[src/rtl/bbc_pkg.sv]
// Shared types, codes and bracket decode for the bracket balance checker.
// No dependencies.
package bbc_pkg;

  localparam int STACK_DEPTH_DEF = 8;

  localparam logic [1:0] ERR_NONE     = 2'd0;
  localparam logic [1:0] ERR_OVERFLOW = 2'd1;
  localparam logic [1:0] ERR_MISMATCH = 2'd2;
  localparam logic [1:0] ERR_UNCLOSED = 2'd3;

  localparam logic [1:0] KIND_PAREN = 2'd0;
  localparam logic [1:0] KIND_SQUARE = 2'd1;
  localparam logic [1:0] KIND_CURLY = 2'd2;
  localparam logic [1:0] KIND_NONE = 2'd3;

  localparam logic [7:0] CH_LPAREN = 8'h28;
  localparam logic [7:0] CH_RPAREN = 8'h29;
  localparam logic [7:0] CH_LSQUARE = 8'h5B;
  localparam logic [7:0] CH_RSQUARE = 8'h5D;
  localparam logic [7:0] CH_LCURLY = 8'h7B;
  localparam logic [7:0] CH_RCURLY = 8'h7D;

  typedef struct packed {
    logic       accept;
    logic [7:0] symbol;
    logic       is_last;
  } step_t;

  typedef struct packed {
    logic       balanced;
    logic [1:0] error_code;
  } verdict_t;

  function automatic logic [1:0] open_kind(input logic [7:0] ch);
    logic [1:0] k;
    case (ch)
      CH_LPAREN:  k = KIND_PAREN;
      CH_LSQUARE: k = KIND_SQUARE;
      CH_LCURLY:  k = KIND_CURLY;
      default:    k = KIND_NONE;
    endcase
    return k;
  endfunction

  function automatic logic [1:0] close_kind(input logic [7:0] ch);
    logic [1:0] k;
    case (ch)
      CH_RPAREN:  k = KIND_PAREN;
      CH_RSQUARE: k = KIND_SQUARE;
      CH_RCURLY:  k = KIND_CURLY;
      default:    k = KIND_NONE;
    endcase
    return k;
  endfunction

endpackage

[src/rtl/bbc_ram.sv]
// Generic single-write, single-read RAM with registered read data.
// No dependencies.
module bbc_ram #(
  parameter int WIDTH = 2,
  parameter int DEPTH = 8
) (
  input  logic                                      clk,
  input  logic                                      we,
  input  logic [(DEPTH > 1 ? $clog2(DEPTH) : 1)-1:0] waddr,
  input  logic [WIDTH-1:0]                          wdata,
  input  logic [(DEPTH > 1 ? $clog2(DEPTH) : 1)-1:0] raddr,
  output logic [WIDTH-1:0]                          rdata
);

  logic [WIDTH-1:0] mem [DEPTH];

  always_ff @(posedge clk) begin
    if (we) begin
      mem[waddr] <= wdata;
    end
    rdata <= mem[raddr];
  end

endmodule

[src/rtl/bbc_core.sv]
// Bracket stack engine: top entry in a register, the rest in bbc_ram,
// with the entry below the top prefetched and forwarded. Uses bbc_pkg.
module bbc_core #(
  parameter int STACK_DEPTH = bbc_pkg::STACK_DEPTH_DEF
) (
  input  logic              clk,
  input  logic              rst,
  input  bbc_pkg::step_t    step,
  output bbc_pkg::verdict_t verdict
);

  localparam int FW = $clog2(STACK_DEPTH + 1);
  localparam int AW = (STACK_DEPTH > 1) ? $clog2(STACK_DEPTH) : 1;

  logic [FW-1:0] fill, fill_next;
  logic [1:0]    err, err_next;
  logic [1:0]    tos, tos_next;
  logic          fwd_valid;
  logic [1:0]    fwd_data;
  logic [1:0]    rdata, below;
  logic          push, wr_en;
  logic [1:0]    okind, ckind, final_err;
  logic [FW-1:0] rd_fill, rd_ptr, wr_ptr;
  logic          clear;

  assign below = fwd_valid ? fwd_data : rdata;
  assign okind = bbc_pkg::open_kind(step.symbol);
  assign ckind = bbc_pkg::close_kind(step.symbol);
  assign clear = step.accept && step.is_last;

  always_comb begin
    fill_next = fill;
    err_next  = err;
    tos_next  = tos;
    push      = 1'b0;
    wr_en     = 1'b0;
    if (step.accept && err == bbc_pkg::ERR_NONE) begin
      if (okind != bbc_pkg::KIND_NONE) begin
        if (fill == FW'(STACK_DEPTH)) begin
          err_next = bbc_pkg::ERR_OVERFLOW;
        end else begin
          push      = 1'b1;
          wr_en     = (fill != '0);
          tos_next  = okind;
          fill_next = fill + FW'(1);
        end
      end else if (ckind != bbc_pkg::KIND_NONE) begin
        if (fill == '0) begin
          err_next = bbc_pkg::ERR_MISMATCH;
        end else begin
          fill_next = fill - FW'(1);
          tos_next  = below;
          if (tos != ckind) begin
            err_next = bbc_pkg::ERR_MISMATCH;
          end
        end
      end
    end
  end

  always_comb begin
    final_err = err_next;
    if (err_next == bbc_pkg::ERR_NONE && fill_next != '0) begin
      final_err = bbc_pkg::ERR_UNCLOSED;
    end
  end

  assign verdict.error_code = final_err;
  assign verdict.balanced   = (final_err == bbc_pkg::ERR_NONE);

  // old top goes to RAM on push; read address tracks the entry below the new top
  assign wr_ptr  = fill - FW'(1);
  assign rd_fill = clear ? '0 : fill_next;
  assign rd_ptr  = rd_fill - FW'(2);

  bbc_ram #(
    .WIDTH(2),
    .DEPTH(STACK_DEPTH)
  ) u_stack_ram (
    .clk  (clk),
    .we   (wr_en),
    .waddr(wr_ptr[AW-1:0]),
    .wdata(tos),
    .raddr(rd_ptr[AW-1:0]),
    .rdata(rdata)
  );

  always_ff @(posedge clk) begin
    if (rst || clear) begin
      fill      <= '0;
      err       <= bbc_pkg::ERR_NONE;
      fwd_valid <= 1'b0;
    end else begin
      fill      <= fill_next;
      err       <= err_next;
      fwd_valid <= push;
    end
    tos <= tos_next;
    if (push) begin
      fwd_data <= tos;
    end
  end

endmodule

[config.mk]
export PLATFORM = sky130hd
export DESIGN_NAME = bbc_core
export DESIGN_NICKNAME = d
export VERILOG_FILES = /design/src/rtl/bbc_pkg.sv /design/src/rtl/bbc_ram.sv /design/src/rtl/bbc_core.sv
export SDC_FILE = /design/constraint.sdc
export NUM_CORES = 1
export LEC_CHECK = 0
export BUFFER_PORTS_ARGS = -buffer_cell sky130_fd_sc_hd__buf_4
export CAP_MARGIN = 20
export CORE_MARGIN = 2
export CORE_UTILIZATION = 40
export CTS_CLUSTER_SIZE = 30
export DETAILED_ROUTE_END_ITERATION = 10
export PLACE_DENSITY = 0.64
export SYNTH_ARGS = -nofsm -noshare
export SYNTH_HDL_FRONTEND = slang
export SYNTH_SLANG_ARGS = --single-unit
[constraint.sdc]
create_clock -name clk -period 2.3 [get_ports clk]
set_input_delay 0.23 -clock clk [delete_from_list [all_inputs] [get_ports clk]]
set_output_delay 0.23 -clock clk [all_outputs]
set_load 0.01 [all_outputs]
### Word-level counts from Yosys, hierarchy flattened

Memory sizes are Yosys's and may differ from the RTL's. A register that Yosys moved wholly into a read port is not among the register bits.
Cells that the tools add are included.

* flip-flop bits (word level): 11
* RAM bits: 16
* input port bits: 12
* memories: 1

Memories
* u_stack_ram.mem: words 8, width 2, read ports 1, clocked after Yosys merged registers in 1, write ports 1, RTL line bbc_ram.sv:15 `logic [WIDTH-1:0] mem [DEPTH];`

* $add $sub $neg: 3
* equal/unequal tests: 12
* multiplexer cells: 28
* reductions and logical operators: 12

Operators with widths (count)
* $eq 8x7->1 const B: 4
* $mux 2: 12
* $mux 4: 5
* $eq 8x6->1 const B: 2
* $pmux 2 s3: 2
* $mux 1: 8
* $ne 2x2->1 const B: 4
* $reduce_bool 4->1: 2
* $logic_not 2->1: 3
* $add 4x1->4 const B: 1
* $eq 4x4->1 const B: 1
* $logic_not 4->1: 1
* $reduce_and 4->1: 1
* $sub 4x1->4 const B: 1
* $logic_and 1x1->1: 3
* $mux 3: 1
* $sub 3x2->3 const B: 1
* $ne 2x2->1: 1
* $reduce_bool 2->1: 1
* $logic_or 1x1->1: 1

### Longest topological paths before layout

Gate-level depths: netlist of run 1.

* depth after elaboration: 12
* depth in mapped cells: 9

### Cells and area by module

A second synthesis of run 1 with hierarchy kept.

* cell total of the unflattened synthesis: 150
* area total of the unflattened synthesis: 1679.1 um^2

Modules (own cells, without submodules)
* bbc_core: instances 1, cells an instance 113, area an instance 972.2 um^2, seq. area each 260.2 um^2
* bbc_ram: instances 1, cells an instance 37, area an instance 706.9 um^2, seq. area each 520.5 um^2

### Worst setup path after synthesis of run 1

No wires, ideal clock.

* path type: reg-to-output
* from: register fill[0]
* to: output verdict[2] (netlist bit)
* arrival time: 2343 ps
* data required time: 2070 ps
* setup slack: -273 ps
* stages on the path, launching flop included: 9
* path through: dfxtp_1 -> inv_1 -> ha_1 -> or3b_1 -> o2111a_1 -> a311oi_2 -> nand3_1 -> nor4b_2 -> nor4b_2

RTL lines
* from (decl): RTL line bbc_core.sv:15 `logic [FW-1:0] fill, fill_next;`
* from (signal assigned): RTL line bbc_core.sv:94 `fill <= fill_next;`
* to (decl): RTL line bbc_core.sv:9 `output bbc_pkg::verdict_t verdict`

==> reports/qor.yml, run 1 <==
run_status:
  outcome: "finished with violations"
  violations: "setup timing"
timing:
  fin_worst_hold_slack_ps: 159
  fin_skew_ps: 7.70
  period_needed_ps: 2660
  rsz0062_at_grt: "yes"
  finalHoldViolations: 0
  tightest_slew_ps: 372
  finalCritPeriodShare: 1.16
  timing.fmax_mhz: 375
  finalSetupViolations: 5
  slew_headroom: 0.750
  drv_slew: 0
  layout_setup_ws_ps: -364
synth:
  syn_inst: 156
  synth_flop_cell: "edfxtp_1"
  ys_ff_latch: 29
  ys_top_cells_by_area: "edfxtp_1 35%, dfxtp_1 11%, nor4b_2 4.4%"
  synth_nets: 170
  netlist.area_leader.share: 0.352
  async_reset_ff_frac: 0
  yosysTopAreaCell: "edfxtp_1"
  synth_area_sq_mm: 0.00171
  ys_seq_area_frac: 0.458
  syn_area_per_cell_sq_um: 10.9
  synth_edf_count: 20
  synth_commonest_cells: "20 x edfxtp_1, 17 x nor2_1, 9 x dfxtp_1, 9 x nand2_1, 8 x nor3_1"
  yosysUniqueCellTypes: 52
  synth_most_common_cell: "edfxtp_1"
  synth-warning-count: 0
floorplanning:
  die-width_microns: 69.3
  dieArea_sq_mm: 0.00480
  core.rowCount: 23
  io_pins: 15
  core_area_sq_mm: 0.00406
  initial_core_util: 0.420
  die_height_microns: 69.3
global_routing:
  grt_usage: 0.191
  overflow: 0
  first_global_vias: 1476
  grt_pass1_wl_microns: 7130
  grt_antenna_before_repair: 0
  grt_max_degree: 12
routing:
  ant_nets: 0
  drt_wl_total_microns: 4410
  detail_route.wl_per_cell_microns: 16.0
  vias: 1504
  vias_per_cell: 5.47
  drtIter0Drc: 74
  remaining_drc_errors: 0
  drtPass1Iterations: 4
power:
  finalPower_mw: 1.07
  vdd.ir_drop.worst_uv: 359
  leakage_nw: 0.956
  power.density_mw_per_mm2: 441
clocking:
  cts_buffers: 5
  clk_path_buf_depth: 2
  htreeDepth: 2
  cts.sinks: 29
  clkLatencyLatePin_ps: 280
  cts_tree: "yes"
  clockRootBuffer: "clkbuf_8"
  clkSlewWorstSetupHoldPaths_ps: 60
setup_path:
  critPathMaxFanout: 4
  required_ps: 2070
  cp-end-kind: "primary output"
  critPathKind: "flip-flop to primary output"
  crit_path_start_kind: "flip-flop"
  arrival_ps: 2430
placed_design:
  dp_cells: 256
  dpl_cell_area_sq_mm: 0.00218
  portBuffers: 14
  routabilityCongestion: 0.895
  dpl_worst_slack_ps: -231
  place.detailed.hpwl_microns: 3280
final_layout:
  regArea_sq_um: 783
  syn_to_final_growth_pct: 42.0
  drive_gt1_frac: 0.458
  diodes: 0
  fillers: 320
  multi_input_area_sq_um: 966
  nNetsFinal: 238
  final_area_sq_mm: 0.00242
  instances_no_fill: 275
hold_path:
  hold_class: "input pin to flip-flop"
job:
  drv_cap: 0
logic make-up (layout without fill, tap and decap cells):
group,Yosys count,in the layout,share of synthesized area
AOI/OAI and AO/OA,40,40,0.204
xor gates and xnor gates,2,2,0.0103
adders and majority gates,2,2,0.0147
buffers and inverters,8,77,0.0271
DFF,29,29,0.458
muxes,7,7,0.0418
and+or+nand+nor,68,68,0.244
where the power goes:
part | internal, mW | switching (mW) | total, mW
combinational | 0.0478 | 0.0450 | 0.0929
clock | 0.236 | 0.185 | 0.421
sequential | 0.552 | 0.000837 | 0.553
total | 0.837 | 0.230 | 1.07
what timing repair did:
| action | CTS | global route |
|---|---|---|
| gates resized for setup | 9 | 3 |
| setup endpoints to repair | 5 | 5 |
| pin swaps | 7 | 3 |
| buffers inserted | 8 | 3 |
| hold buffers | 0 | 0 |
registers in the layout, summed over array words and instances, names as in the netlist:
name               flops
u_stack_ram.mem       16
fill                   4
err                    2
fwd_data               2
tos                    2
u_stack_ram.rdata      2
fwd_valid              1
metrics by stage:
stage                util  setup TNS [ps]
floorplan               -           -66.6
global placement    0.537            -538
detailed placement  0.537            -796
CTS                 0.587           -1420
global route        0.597           -1910
finish              0.597           -1430
placed cells by master, fill, tap and decap left out, types with 3 or more instances in the layout:
master and n:
clkbuf_8 6, a21oi_1 3, nor3_1 8, nand2b_1 3
o21ai_1 3, o211ai_1 3, o21ai_0 4, mux2i_1 6
nand2_1 9, inv_2 3, buf_4 61, nor4b_2 3
nand3_1 3, a22o_1 3, edfxtp_1 20, dfxtp_1 7
nor2b_1 5, nor2_1 17, or2_2 3
final timing paths:
| kind | from | end | slack (ps) | cells after the start |
|---|---|---|---|---|
| worst min-delay path | rst | fill[1] | 160 | 2 |
| worst min register to register | u_stack_ram.rdata[0] | tos[0] | 640 | 2 |
| worst max-delay path | fill[1] | verdict[2] | -360 | 9 |
| worst max register to register | fill[1] | u_stack_ram.rdata[0] | -200 | 11 |
routing by layer:
layer	wire length, microns	vias to the layer above	track usage
met3	136	4	0.0465
met2	2180	29	0.318
met4	34	0	0.0610
met1	2060	733	0.242
met5	0	-	0
li1	-	738	-
layout make-up:
class | instances | area share
Clock buffer | 6 | 0.0341
Timing Repair Buffer | 64 | 0.207
Sequential cell | 29 | 0.323
Clock inverter | 2 | 0.00362
Inverter | 5 | 0.00775
Multi-Input combinational cell | 119 | 0.399
Tap cell | 50 | 0.0258
worst max-delay path: stages (launching register included):
cell and delay, ps:
dfxtp_2 330, inv_2 70, ha_4 140, or3b_4 390, o2111a_1 140, a311oi_2 300, nand3_2 150, nor4b_4 270
nor4b_4 230, buf_4 150
No activity file was read; power rests on OpenSTA's default activity.
==> inputs of run 2 (changes only) <==
--- a/config.mk
+++ b/config.mk
@@ -7,10 +7,12 @@
 export LEC_CHECK = 0
 export BUFFER_PORTS_ARGS = -buffer_cell sky130_fd_sc_hd__buf_4
 export CAP_MARGIN = 20
+export CORE_ASPECT_RATIO = 1.75
 export CORE_MARGIN = 2
 export CORE_UTILIZATION = 40
 export CTS_CLUSTER_SIZE = 30
 export DETAILED_ROUTE_END_ITERATION = 10
+export MAX_ROUTING_LAYER = met4
 export PLACE_DENSITY = 0.64
 export SYNTH_ARGS = -nofsm -noshare
 export SYNTH_HDL_FRONTEND = slang
==> reports/qor.yml, run 2 (synthesis gave the netlist of run 1 again) <==
run_status:
  outcome: "finished with violations"
  violations: "setup timing"
setup_path:
  cp_common_cell: "buf_6"
  cp-end-kind: "primary output"
  critPathMaxFanout: 3  # -1
  cp_slowest_stage_delay_ps: 400  # about the same
  required_ps: 2070  # about the same
  worst-path-buf-inv: 5  # +3
  r2r-end: "u_stack_ram.rdata[0]"
  cpLargestDelayFamily: "simple AND/OR/NAND/NOR gates"
  crit_path_start_kind: "flip-flop"
  startpoint: "fill[0]"
  slowest_stage: "or3b_4"
  r2r_slack_ps: -330  # -130 ps
  rr_startpoint: "fill[0]"
  reg2reg_depth: 14  # +3
  path_cells: "inv_2 > ha_4 > or3b_4 > o211ai_4 > buf_6 > buf_6 > o221ai_4 > buf_6 > nor4b_4 > nor4b_4 > buf_4"
  arrival_ps: 2460  # +30 ps
  critPathKind: "flip-flop to primary output"
clocking:
  clockRootBuffer: "clkbuf_8"
  clkSlewWorstSetupHoldPaths_ps: 60  # about the same
  cts_tree: "yes"
  clk_path_buf_depth: 2  # unchanged
  cts_hold_buffers: 0  # unchanged
  htreeDepth: 2  # unchanged
  clkLatencyLatePin_ps: 280  # about the same
  cts.sinks: 29  # unchanged
  cts_buffers: 5  # unchanged
routing:
  ant_nets: 0  # unchanged
  drtIter0Drc: 60  # -19%
  vias_per_cell: 5.65  # +3.2%
  vias: 1564  # +4.0%
  drt_wl_total_microns: 4920  # +12%
  detail_route.wl_per_cell_microns: 17.8  # +11%
  drtPass1Iterations: 4  # unchanged
  remaining_drc_errors: 0  # unchanged
floorplanning:
  dieArea_sq_mm: 0.00482  # +0.43%
  core.rowCount: 31  # +35%
  io_pins: 15  # unchanged
  die_height_microns: 90.4  # +30%
  die-width_microns: 53.4  # -23%
  core_area_sq_mm: 0.00411  # +1.3%
  initial_core_util: 0.415  # -0.00550
timing:
  timing.fmax_mhz: 372  # -0.92%
  fin_worst_hold_slack_ps: 133  # -26.0 ps
  drv_slew: 0  # unchanged
  fin_skew_ps: 6.88  # -0.823 ps
  finalCritPeriodShare: 1.17  # +0.0108
  period_needed_ps: 2690  # +24.8 ps
  slew_headroom: 0.719  # -0.0311
  tightest_slew_ps: 418  # +46.4 ps
  finalSetupViolations: 5  # unchanged
  finalHoldViolations: 0  # unchanged
  layout_setup_ws_ps: -389  # -24.8 ps
  rsz0062_at_grt: "yes"
final_layout:
  largest_register_ff_count: 16  # unchanged
  final_common_cell: "buf_4"
  drive_gt1_frac: 0.478  # +0.0203
  final_area_sq_mm: 0.00246  # +1.4%
  nNetsFinal: 241  # +1.3%
  reg_top3: "u_stack_ram.mem x16, fill x4"
  diodes: 0  # unchanged
  syn_to_final_growth_pct: 44.1
  post-route-util: 0.598  # +0.000709
  max_flop_register: "u_stack_ram.mem"
  fillers: 378  # +18%
  final_cell_mix: "58 x buf_4, 20 x edfxtp_1, 15 x nor2_1"
power:
  power.density_mw_per_mm2: 425  # -3.6%
  vdd.ir_drop.worst_uv: 394  # +9.7%
  finalPower_mw: 1.04  # -2.2%
  leakage_nw: 0.972  # +1.7%
global_routing:
  overflow: 0  # unchanged
  grt_max_degree: 12  # unchanged
  grt_pass1_wl_microns: 7710  # +8.2%
  grt_antenna_before_repair: 0  # unchanged
  first_global_vias: 1588  # +7.6%
  grt_usage: 0.231  # +0.0403
placed_design:
  dpl_cell_area_sq_mm: 0.00219  # +0.63%
  routabilityCongestion: 0.983  # +9.9%
  place.detailed.hpwl_microns: 3900  # +19%
  portBuffers: 14  # unchanged
hold_path:
  holdPathStages: 2  # unchanged
  hold_end: "fill[1]"
  hold_start: "rst"
  hold_class: "input pin to flip-flop"
job:
  drv_cap: 0  # unchanged
[run 2: report_power, final]
group	total, mW	internal, mW	switching [mW]
Clock	0.394	0.208	0.186
Sequential	0.554	0.553	0.00116
Combinational	0.0965	0.0485	0.0480
[run 2: metrics by stage]
stage          setup slack, ps  cells  setup TNS (ps)
5_1_grt                   -512    277           -2250
3_5_place_dp              -303    257           -1190
2_1_floorplan            -66.6    156           -66.6
3_3_place_gp              -270    257            -970
4_1_cts                   -449    273           -2040
6_report                  -389    277           -1650
[run 2: timing repair]
item,CTS,global route
cloned,0,0
buffers inserted,8,5
setup endpoints to repair,5,7
gates resized for setup,3,18
pin swaps,8,10
[run 2: worst register-to-register path, delay by kind of cell (launching register included)]
family                     cells  cell delay, ps
AOI/OAI and AO/OA              5             920
buffers and inverters          7             770
and+or+nand+nor                1             400
DFF                            1             320
adders and majority gates      1             130
[run 2: how the worst max path moves through the flow]
stage / depth (start not counted) / slack (ps) / endpoint
2_1_floorplan: 8 / -70 / verdict[2]
3_3_place_gp: 11 / -270 / verdict[2]
3_5_place_dp: 10 / -300 / verdict[2]
4_1_cts: 9 / -450 / verdict[2]
5_1_grt: 12 / -510 / verdict[2]
6_report: 11 / -390 / verdict[2]
[run 2: final cells by class]
type                            count  area (sq um)  share of cell area
Multi-Input combinational cell    119           971               0.395
Timing Repair Buffer               67           537               0.218
Clock buffer                        5          68.8              0.0280
Inverter                            5          18.8             0.00764
Tap cell                           49          61.3              0.0249
Sequential cell                    29           783               0.319
Clock inverter                      3          17.5             0.00713
[run 2: per-layer routing]
metal / vias to the layer above / GRT usage / share of wire
li1: 750 / - / -
met1: 758 / 0.218 / 0.33
met2: 41 / 0.412 / 0.60
met3: 15 / 0.0348 / 0.023
met4: 0 / 0.135 / 0.043
met5: - / - / 0
